`src/sv/obwb_pkg.sv`:
```
// Shared types and constants for the output write batch buffer.
package obwb_pkg;

    // action codes carried in tuser
    localparam logic [1:0] ACT_APPEND  = 2'd0;
    localparam logic [1:0] ACT_CONSUME = 2'd1;
    localparam logic [1:0] ACT_READ    = 2'd2;
    localparam logic [1:0] ACT_NOP     = 2'd3;

    localparam int unsigned IN_DATA_W  = 40;
    localparam int unsigned OUT_DATA_W = 272;
    localparam int unsigned HW_W       = 15;
    localparam int unsigned CNT_W      = 15;
    localparam int unsigned OFS_W      = 14;

    localparam logic [HW_W-1:0]  HIGH_WATER_RESET = 15'd12288;
    localparam logic [CNT_W-1:0] BATCH_MAX        = 15'd32767;

    // controller -> datapath
    typedef struct packed {
        logic exec;     // input word accepted this cycle
        logic rd_done;  // memory read data is valid this cycle
    } t_cmd;

endpackage

```
`src/sv/obwb_ctrl.sv`:
```
// Controller: input/output handshake and read sequencing.
module obwb_ctrl import obwb_pkg::*; (
    input  logic       i_clk,
    input  logic       i_rst_n,
    input  logic       s_axis_tvalid,
    output logic       s_axis_tready,
    input  logic [1:0] s_axis_tuser,
    output logic       m_axis_tvalid,
    input  logic       m_axis_tready,
    output t_cmd       o_cmd
);

    localparam logic S_IDLE = 1'b0;
    localparam logic S_READ = 1'b1;

    logic r_state, n_state;
    logic r_out_valid, n_out_valid;
    logic acc, load;

    // a new word may enter while no read is in flight and the output slot is free or being emptied
    assign s_axis_tready = (r_state == S_IDLE) && (!r_out_valid || m_axis_tready);
    assign acc           = s_axis_tvalid && s_axis_tready;
    assign load          = (acc && (s_axis_tuser != ACT_READ)) || (r_state == S_READ);

    assign o_cmd.exec    = acc;
    assign o_cmd.rd_done = (r_state == S_READ);
    assign m_axis_tvalid = r_out_valid;

    always_comb begin
        n_state = r_state;
        case (r_state)
            S_IDLE: begin
                if (acc && (s_axis_tuser == ACT_READ)) begin
                    n_state = S_READ;
                end
            end
            S_READ:  n_state = S_IDLE;
            default: n_state = S_IDLE;
        endcase
    end

    always_comb begin
        n_out_valid = r_out_valid;
        if (load) begin
            n_out_valid = 1'b1;
        end else if (m_axis_tready) begin
            n_out_valid = 1'b0;
        end
    end

    always_ff @(posedge i_clk) begin
        if (!i_rst_n) begin
            r_state     <= S_IDLE;
            r_out_valid <= 1'b0;
        end else begin
            r_state     <= n_state;
            r_out_valid <= n_out_valid;
        end
    end

    a_read_slot_free: assert property (@(posedge i_clk) disable iff (!i_rst_n)
        (r_state == S_READ) |-> !r_out_valid)
        else $error("read in flight while output slot occupied");

    a_read_delivers: assert property (@(posedge i_clk) disable iff (!i_rst_n)
        (r_state == S_READ) |=> (r_out_valid && r_state == S_IDLE))
        else $error("read did not produce a result");

endmodule

```
`config.mk`:
```
export PLATFORM = sky130hd
export DESIGN_NAME = obwb_ctrl
export DESIGN_NICKNAME = d
export VERILOG_FILES = /design/src/sv/obwb_pkg.sv /design/src/sv/obwb_ctrl.sv
export SDC_FILE = /design/constraint.sdc
export NUM_CORES = 1
export LEC_CHECK = 0
export BUFFER_PORTS_ARGS = -buffer_cell sky130_fd_sc_hd__clkbuf_2
export CORE_AREA = 3 3 40 42
export CTS_CLUSTER_DIAMETER = 30
export CTS_CLUSTER_SIZE = 24
export DETAILED_ROUTE_END_ITERATION = 7
export DIE_AREA = 0 0 43 45
export GPL_ROUTABILITY_DRIVEN = 0
export GPL_TIMING_DRIVEN = 0
export SLEW_MARGIN = 20
export SYNTH_ARGS = -nofsm -noshare
export SYNTH_HDL_FRONTEND = slang
export SYNTH_SLANG_ARGS = --single-unit
```
`constraint.sdc`:
```
create_clock -name i_clk -period 0.85 [get_ports i_clk]
set_input_delay 0.17 -clock i_clk [delete_from_list [all_inputs] [get_ports i_clk]]
set_output_delay 0.17 -clock i_clk [all_outputs]
set_load 0.1 [all_outputs]
```
==> results of run 1 <==
==> synth_stat cells <==
cell,n,area (sq um)
nor2b_4,1,13.8
a21oi_4,1,16.3
dfxtp_1,2,40.0
and4_1,1,8.76
buf_4,2,15.0
nand2b_1,1,6.26
inv_1,1,3.75
a21boi_0,1,7.51
and2_1,1,6.26
==> worst max-delay path, delay by kind of cell (launching register included) <==
kind	cells	cell delay, ns
AOI/OAI and AO/OA	1	0.12
buffers and inverters	1	0.19
DFF	1	0.34
and+or+nand+nor	1	0.16
==> cell families after synthesis <==
kind of cell,share of synthesized area [%]
flops,34.0
buf+inv,16.0
simple gates,29.8
compound gates,20.2
==> state kept, by name (all words and copies together) (netlist names) <==
name           flops
m_axis_tvalid      1
r_state            1
==> report_power, final <==
group          internal [W]  leakage [nW]  switching, W
clock network      0.000175        0.0150     0.0000615
registers         0.0000967        0.0178    0.00000481
logic             0.0000916         0.120      0.000115
total              0.000363         0.152      0.000182
==> cell type report <==
cell class	instances	area, sq um	area share (%)
buffer	1	11.3	3.52
clock buffer	4	26.3	8.20
inverter	1	3.75	1.17
multi-input combinational	6	61.3	19.1
sequential	2	47.5	14.8
tap	15	18.8	5.86
timing repair buffer	12	151	47.3
==> worst min-delay path by stage <==
stage | slack (ns) | start | cells after the start | to
floorplan | 0.31 | i_rst_n | 1 | m_axis_tvalid$_SDFFE_PN0P_
global placement | 0.42 | i_rst_n | 2 | m_axis_tvalid$_SDFFE_PN0P_
detailed placement | 0.42 | i_rst_n | 2 | m_axis_tvalid$_SDFFE_PN0P_
CTS | 0.17 | i_rst_n | 2 | m_axis_tvalid$_SDFFE_PN0P_
global route | 0.18 | i_rst_n | 2 | m_axis_tvalid$_SDFFE_PN0P_
finish | 0.18 | i_rst_n | 2 | m_axis_tvalid$_SDFFE_PN0P_
==> stage by stage <==
stage | hold WS [ns] | setup slack [ns] | TNS [ns]
global placement | 0.417 | -0.514 | -1.15
CTS | 0.168 | -0.370 | -1.13
detailed placement | 0.416 | -0.536 | -1.19
floorplan | 0.313 | -0.842 | -2.32
global route | 0.182 | -0.395 | -1.34
finish | 0.175 | -0.355 | -1.17
==> per-layer routing <==
metal,GRT usage (%),vias up
met5,0,-
met4,5.42,0
met3,3.59,0
met2,5.09,10
met1,4.78,48
li1,-,65
==> what timing repair did <==
item                       CTS  global route
resized for setup           15             2
setup endpoints to repair    4             5
pin swaps                    2             0
hold endpoints to repair     0             0
setup buffers                2             1
==> metrics.txt, run 1 <==
Antenna Nets Post-Route=0; Required @ worst endpoint=between 0.6 and 0.7 ns; met2 routed WL=115 um; Initial Utilization=a little under a tenth; Slew Limit Fails=0; DR vias=around 120; # diodes=0; first-pass GRT wire length=roughly 550 um; slowest CP cell=dfxtp_4; DRC viols=0; uppermost layer routed=met3; min cycle time layout=1.21 ns; WL met3=between 30 and 40 um; Finished Layout Cells=around 40; Arrival @ worst endpoint=~1.0 ns; clock sink total=2; layout cells sized above 1=between 80% and 90%; Syn Inst Count=11; largest net degree at the start of global routing=4; commonest non-fill, non-tap cell in the layout=clkbuf_2; final hold vios=0; total iterations of the first detailed-routing run=2; met1 wire length=~170 um; Pwr Total=around 0.00054 W; Clk pin slew, worst setup/hold paths=around 0.04 ns; mean number of vias per cell=around 3; number of placement rows=13; max incr delay on CP=about 0.34 ns; number of filler cells placed in the layout=132; outcome=finished, violations left; Worst-Margin Slew=0.127 ns; number of max-cap violations=0; Avg Synthesized Cell Area=about 11 sq um; largest fanout on the critical path=2; leading cell types in the layout, fill and taps excluded=clkbuf_2, clkbuf_16, clkbuf_4; RSZ-0062 raised after global routing=true; FMAX=between 800 and 900 MHz; failing checks=setup timing; crit start category=flip-flop; IO buf count=9; CTS max path bufs=2; GR Overflow Total=0; root buf cell=clkbuf_4; pwr dens=between 1500 and 2000 mW/mm^2; initial antenna violation count=0; Final WS setup=-0.355 ns; Nets=33; Synth cell types=9; number of buffers created by CTS=3; cell area after synthesis=approximately 120 sq um; FF-to-FF End=r_state$_SDFF_PP0_; worst hold path type=in2reg; hold_buf cts=0; drt total wl=roughly 330 um; Die Wd=around 43 um; gr usage total=roughly 4.6%; placed cell areas=between 150 and 200 sq um; DIE AREA=0.00194 sq mm; fin util=24.9%; synthesized flop and latch total=2; Reg2Reg Depth=3; DR WL/cell=7.95 um; Syn Nets=17; final setup fails=4; critical path endpoint=o_cmd[1]; CP startpoint=m_axis_tvalid$_SDFFE_PN0P_; fin crit share=142%; crit-path cells=a21oi_4, and2_4, clkbuf_16; IO Count=10; Pleak=0.152 nW; Reg-to-Reg Start=m_axis_tvalid$_SDFFE_PN0P_; max_slew headroom=91.5%; drt initial violations=2; later-pin clock latency in the skew report=between 0.2 and 0.25 ns; register area share after synthesis=about a third; placed insts=35; crit path capture type=primary output; H-Tree Depth=1; Final Skew=approximately 0.009 ns; CTS tree=done; synth warn=0; Die Span Y=45 um; vias in the first global route=between 100 and 150; FF-to-FF setup slack=roughly 0.030 ns; CP Class=reg2out; synthesis-to-finish area growth=172%; Core ar.=approximately 0.0013 sq mm; VDD IR max=roughly 740 uV; design area=between 300 and 400 sq um
Note: power is estimated with default switching activity, not from simulation.
==> inputs of run 2 (changes only) <==
CORE_AREA = 2 2 39 41   (was 3 3 40 42)
DIE_AREA = 0 0 41 43   (was 0 0 43 45)
clock period = 1.1 ns   (was 0.85 ns; I/O delays follow)
==> metrics.txt, run 2 (synthesis gave the netlist of run 1 again) <==
outcome=finished, violations left (unchanged); failing checks=setup timing (unchanged); Finished Layout Cells=41 (unchanged); GR Layer Usage met2=5.00% (was 5.09%); drt total wl=317 um (was 326 um); layout cells sized above 1=80.0% (was 80.8%); Pwr Total=0.000412 W (was 0.000545 W); placed cell areas=194 sq um (was 193 sq um); GRT busiest layer=met4 (unchanged); FMAX=between 700 and 800 MHz; Worst-Margin Slew=0.301 ns (was 0.127 ns); Reg2Reg Depth=3 (unchanged); pwr dens=1420 mW/mm^2 (was 1700 mW/mm^2); number of buffers created by CTS=3 (unchanged); final hold slack=0.230 ns (was 0.175 ns); # diodes=0 (unchanged); largest net degree at the start of global routing=5 (was 4); design area=290 sq um (was 320 sq um); GR Overflow Total=0 (unchanged); root buf cell=clkbuf_4 (unchanged); Final WS setup=-0.181 ns (was -0.355 ns); largest fanout on the critical path=3 (was 2); H-Tree Depth=1 (unchanged); delay-heaviest family, CP=flip-flops (unchanged); grt met3 use=4.71% (was 3.59%); placed insts=36 (was 35); grt met1 use=4.15% (was 4.78%); later-pin clock latency in the skew report=0.23 ns (about the same); DR WL/cell=7.73 um (was 7.95 um); max incr delay on CP=0.34 ns (about the same); crit-path cells=a21oi_4, and2_4, clkbuf_16 (unchanged); total iterations of the first detailed-routing run=1 (was 2); Reg-to-Reg Start=m_axis_tvalid$_SDFFE_PN0P_ (unchanged); VDD IR max=227 uV (was 742 uV); CTS max path bufs=2 (unchanged); RSZ-0062 raised after global routing=true (unchanged); Required @ worst endpoint=0.88 ns (was 0.68 ns); IO buf count=9 (unchanged); final hold vios=0 (unchanged); clock sink total=2 (unchanged); Detailed Place HPWL=slightly above 200 um; IO Count=10 (unchanged); min-delay src=i_rst_n (unchanged); CTS tree=done (unchanged); fin crit share=116%; Slew Limit Fails=0 (unchanged); first-pass GRT wire length=455 um (was 545 um); DRC viols=0 (unchanged); synthesis-to-finish area growth=147% (was 172%); initial antenna violation count=0 (unchanged); min cycle time layout=between 1 and 1.5 ns; crit path capture type=primary output (unchanged); mean number of vias per cell=2.98 (was 3.00); Final Skew=0.00641 ns (was 0.00875 ns); Die Span Y=43 um (was 45 um); CP Class=reg2out (unchanged); number of max-cap violations=0 (unchanged); DR vias=122 (was 123); hold_buf cts=0 (unchanged); drt initial violations=0 (was 2); Arrival @ worst endpoint=1.06 ns (was 1.04 ns); Min-Delay Endpoint=m_axis_tvalid$_SDFFE_PN0P_ (unchanged); Nets=32 (was 33); Clk pin slew, worst setup/hold paths=0.04 ns (about the same); Die Wd=41 um (was 43 um); Worst Hold Path Cells=2 (unchanged); commonest non-fill, non-tap cell in the layout=clkbuf_2 (unchanged); crit start category=flip-flop (unchanged); Antenna Nets Post-Route=0 (unchanged); max_slew headroom=80.1% (was 91.5%); Initial Utilization=8.50% (was 9.15%); vias in the first global route=119 (was 127); final setup fails=3 (was 4); gr usage total=4.71% (was 4.57%); Worst Path Buf+Inv=1 (unchanged); Core ar.=0.00138 sq mm (was 0.00128 sq mm); leading cell types in the layout, fill and taps excluded=clkbuf_2, clkbuf_4, clkbuf_16, buf_4 (was clkbuf_2, clkbuf_16, clkbuf_4); number of placement rows=14 (was 13); FF-to-FF setup slack=0.28 ns (was 0.03 ns); DIE AREA=0.00176 sq mm (was 0.00194 sq mm); slowest CP cell=dfxtp_4 (unchanged); FF-to-FF End=r_state$_SDFF_PP0_ (unchanged); Pleak=0.139 nW (was 0.152 nW); worst hold path type=in2reg (unchanged)
-- run 2: what timing repair did --
item | 4_1_cts | 5_1_grt
pin swaps | 2 | 0
setup buffers | 1 | 1
cloned | 0 | 0
endpoints found under the setup margin | 4 | 4
hold endpoints to repair | 0 | 0
gates resized for setup | 12 | 1
-- run 2: how the worst max path moves through the flow --
stage | from | end | slack [ns] | cells past startpoint
2_1_floorplan | m_axis_tvalid$_SDFFE_PN0P_ | o_cmd[1] | -0.64 | 3
3_3_place_gp | m_axis_tvalid$_SDFFE_PN0P_ | o_cmd[1] | -0.32 | 4
3_5_place_dp | m_axis_tvalid$_SDFFE_PN0P_ | o_cmd[1] | -0.32 | 4
4_1_cts | m_axis_tvalid$_SDFFE_PN0P_ | o_cmd[1] | -0.21 | 3
5_1_grt | m_axis_tvalid$_SDFFE_PN0P_ | o_cmd[1] | -0.23 | 3
6_report | m_axis_tvalid$_SDFFE_PN0P_ | o_cmd[1] | -0.18 | 3
-- run 2: layout make-up --
| cell class | instances | area (sq um) |
|---|---|---|
| well taps | 16 | 20.0 |
| flip-flops and latches | 2 | 45.0 |
| plain buffers | 1 | 11.3 |
| inverters | 1 | 3.75 |
| fillers | 153 | 1090 |
| multi-input cells | 6 | 61.3 |
| repair buffers | 11 | 123 |
| clock buffers | 4 | 26.3 |
-- run 2: per-layer routing --
metal / vias to the layer above / share of wire (%) / routed length, um
met5: - / 0 / 0
met4: 0 / 0 / 0
met3: 0 / 11 / 34
met2: 8 / 48 / 152
met1: 52 / 41 / 129
li1: 62 / - / -
-- run 2: where the power goes --
part | switching (W) | internal, W | leakage, nW
registers | 0.00000375 | 0.0000766 | 0.0175
logic | 0.0000856 | 0.0000570 | 0.106
clock network | 0.0000532 | 0.000136 | 0.0150
total | 0.000143 | 0.000269 | 0.138
-- run 2: metrics by stage --
step | setup TNS, ns | util (%) | setup slack [ns]
3_3_place_gp | -0.434 | 14.0 | -0.318
4_1_cts | -0.415 | 20.2 | -0.208
2_1_floorplan | -1.42 | - | -0.642
3_5_place_dp | -0.443 | 14.0 | -0.321
5_1_grt | -0.484 | 21.0 | -0.230
6_report | -0.355 | 21.0 | -0.181
==> inputs of run 3 (changes only) <==
clock period = 1.4 ns   (was 1.1 ns; I/O delays follow)
==> metrics.txt, run 3 (synthesis gave the netlist of run 1 again) <==
max incr delay on CP=0.34 ns (about the same); RSZ-0062 raised after global routing=true (unchanged); min cycle time layout=approximately 1.4 ns; Slew Limit Fails=0 (unchanged); Net Sw Frac=35.0% (was 34.6%); DR vias=115 (was 122); min-delay src=i_rst_n (unchanged); multi-input logic area=61.3 sq um (unchanged); Reg-to-Reg Start=m_axis_tvalid$_SDFFE_PN0P_ (unchanged); number of placement rows=14 (unchanged); IO buf count=9 (unchanged); Worst-Margin Slew=0.538 ns (was 0.301 ns); vias in the first global route=125 (was 119); number of max-cap violations=0 (unchanged); max_slew headroom=64.3% (was 80.1%); Final Skew=0.00525 ns (was 0.00641 ns); Gate power share=31.4% (was 34.6%); root buf cell=clkbuf_4 (unchanged); Seq pwr share=20.9% (was 19.5%); Int Pwr=0.000196 W (was 0.000269 W); placed insts=36 (unchanged); Post CTS Setup Buffer Count=0 (was 1); Detailed Place HPWL=213 um (was 207 um); CP Class=reg2out (unchanged); largest net degree at the start of global routing=5 (unchanged); GR Overflow Total=0 (unchanged); Arrival @ worst endpoint=1.10 ns (was 1.06 ns); number of filler cells placed in the layout=157 (was 153); Required @ worst endpoint=1.12 ns (was 0.88 ns); largest fanout on the critical path=4 (was 3); VDD IR max=227 uV (about the same); post-placement setup slack=-0.151 ns (was -0.321 ns); clock sink total=2 (unchanged); initial antenna violation count=0 (unchanged); IO Count=10 (unchanged); CP startpoint=m_axis_tvalid$_SDFFE_PN0P_ (unchanged); layout cells sized above 1=73.9% (was 80.0%); CTS tree=done (unchanged); Nets=30 (was 32); Core ar.=0.00138 sq mm (unchanged); Worst Path Buf+Inv=1 (unchanged); first-pass GRT wire length=476 um (was 455 um); switching power=0.000105 W (was 0.000143 W); H-Tree Depth=1 (unchanged); delay-heaviest family, CP=flip-flops (unchanged); Worst Hold Path Cells=2 (unchanged); Pleak=0.113 nW (was 0.139 nW); CTS max path bufs=2 (unchanged); Antenna Nets Post-Route=0 (unchanged); Clk pin slew, worst setup/hold paths=0.04 ns (about the same); synthesis-to-finish area growth=97.9% (was 147%); crit start category=flip-flop (unchanged); final hold vios=0 (unchanged); commonest non-fill, non-tap cell in the layout=clkbuf_2 (unchanged); Register Area=43.8 sq um (was 45.0 sq um); hold_buf cts=0 (unchanged); clock share of power=47.7% (was 45.8%); crit path capture type=primary output (unchanged); leading cell types in the layout, fill and taps excluded=clkbuf_2, clkbuf_4 (was clkbuf_2, clkbuf_4, clkbuf_16, buf_4); Pwr Total=0.000301 W (was 0.000412 W); # diodes=0 (unchanged); Initial Utilization=8.50% (unchanged); final setup fails=0 (was 3); pwr dens=1290 mW/mm^2 (was 1420 mW/mm^2); setup_tns=0 ns (was -0.355 ns); Die Span Y=43 um (unchanged); number of buffers created by CTS=3 (unchanged); Min-Delay Endpoint=m_axis_tvalid$_SDFFE_PN0P_ (unchanged); drt initial violations=0 (unchanged); FF-to-FF setup slack=0.65 ns (was 0.28 ns); drt total wl=266 um (was 317 um); FMAX=roughly 730 MHz; FF-to-FF End=r_state$_SDFF_PP0_ (unchanged); fin util=16.8% (was 21.0%); mean number of vias per cell=2.95 (was 2.98); gr usage total=4.90% (was 4.71%); crit-path cells=a21oi_4, and2_4, clkbuf_16 (unchanged); later-pin clock latency in the skew report=0.23 ns (about the same); worst hold path type=in2reg (unchanged); outcome=complete, no violations (was finished, violations left); Reg2Reg Depth=2 (was 3); DIE AREA=0.00176 sq mm (unchanged); fin crit share=a little over nine tenths; DR WL/cell=6.82 um (was 7.73 um); Finished Layout Cells=39 (was 41); total iterations of the first detailed-routing run=1 (unchanged); DRC viols=0 (unchanged); Die Wd=41 um (unchanged); slowest CP cell=dfxtp_4 (unchanged); Final WS setup=0.0235 ns (was -0.181 ns)
[run 3: power groups by stage]
stage	clock (W)	sequential (W)	combinational, W
after floorplan	0	0.0000795	0.0000575
after global placement	0	0.0000636	0.0000882
after detailed placement	0	0.0000638	0.0000892
after CTS	0.000153	0.0000629	0.000102
after global routing	0.000168	0.0000632	0.0000997
final	0.000144	0.0000629	0.0000947
[run 3: layout make-up]
class                           count  area share (%)
Sequential cell                     2            18.8
Inverter                            1            1.61
Timing Repair Buffer                9            30.1
Tap cell                           16            8.60
Buffer                              1            3.23
Multi-Input combinational cell      6            26.3
Clock buffer                        4            11.3
[run 3: worst register-to-register path: cells and delay by family (launching register included)]
kind / cells / cell delay (ns)
AND/OR/NAND/NOR: 1 / 0.18
flip-flops: 1 / 0.34
AO/OA/AOI/OAI: 1 / 0.17
[run 3: through the flow]
stage / hold WS (ns) / cell area, sq um
4_1_cts: 0.290 / 248
3_5_place_dp: 0.537 / 194
2_1_floorplan: 0.423 / 129
5_1_grt: 0.295 / 233
6_report: 0.294 / 233
3_3_place_gp: 0.526 / 194
[run 3: routing by layer]
| metal | GRT usage, % | vias up | wire length [um] |
|---|---|---|---|
| met1 | 4.13 | 47 | 128 |
| met2 | 5.63 | 9 | 93 |
| met5 | 0 | - | 0 |
| met3 | 4.71 | 0 | 43 |
| met4 | 6.00 | 0 | 0 |
| li1 | - | 59 | - |
[run 3: worst max-delay path by stage]
stage,end,cells past startpoint
global route,o_cmd[1],3
CTS,o_cmd[1],4
detailed placement,o_cmd[1],6
global placement,o_cmd[1],6
floorplan,o_cmd[1],3
finish,o_cmd[1],3
[run 3: what timing repair did]
action,4_1_cts,5_1_grt
setup endpoints to repair,3,1
pin swaps,1,2
gates resized for setup,6,0
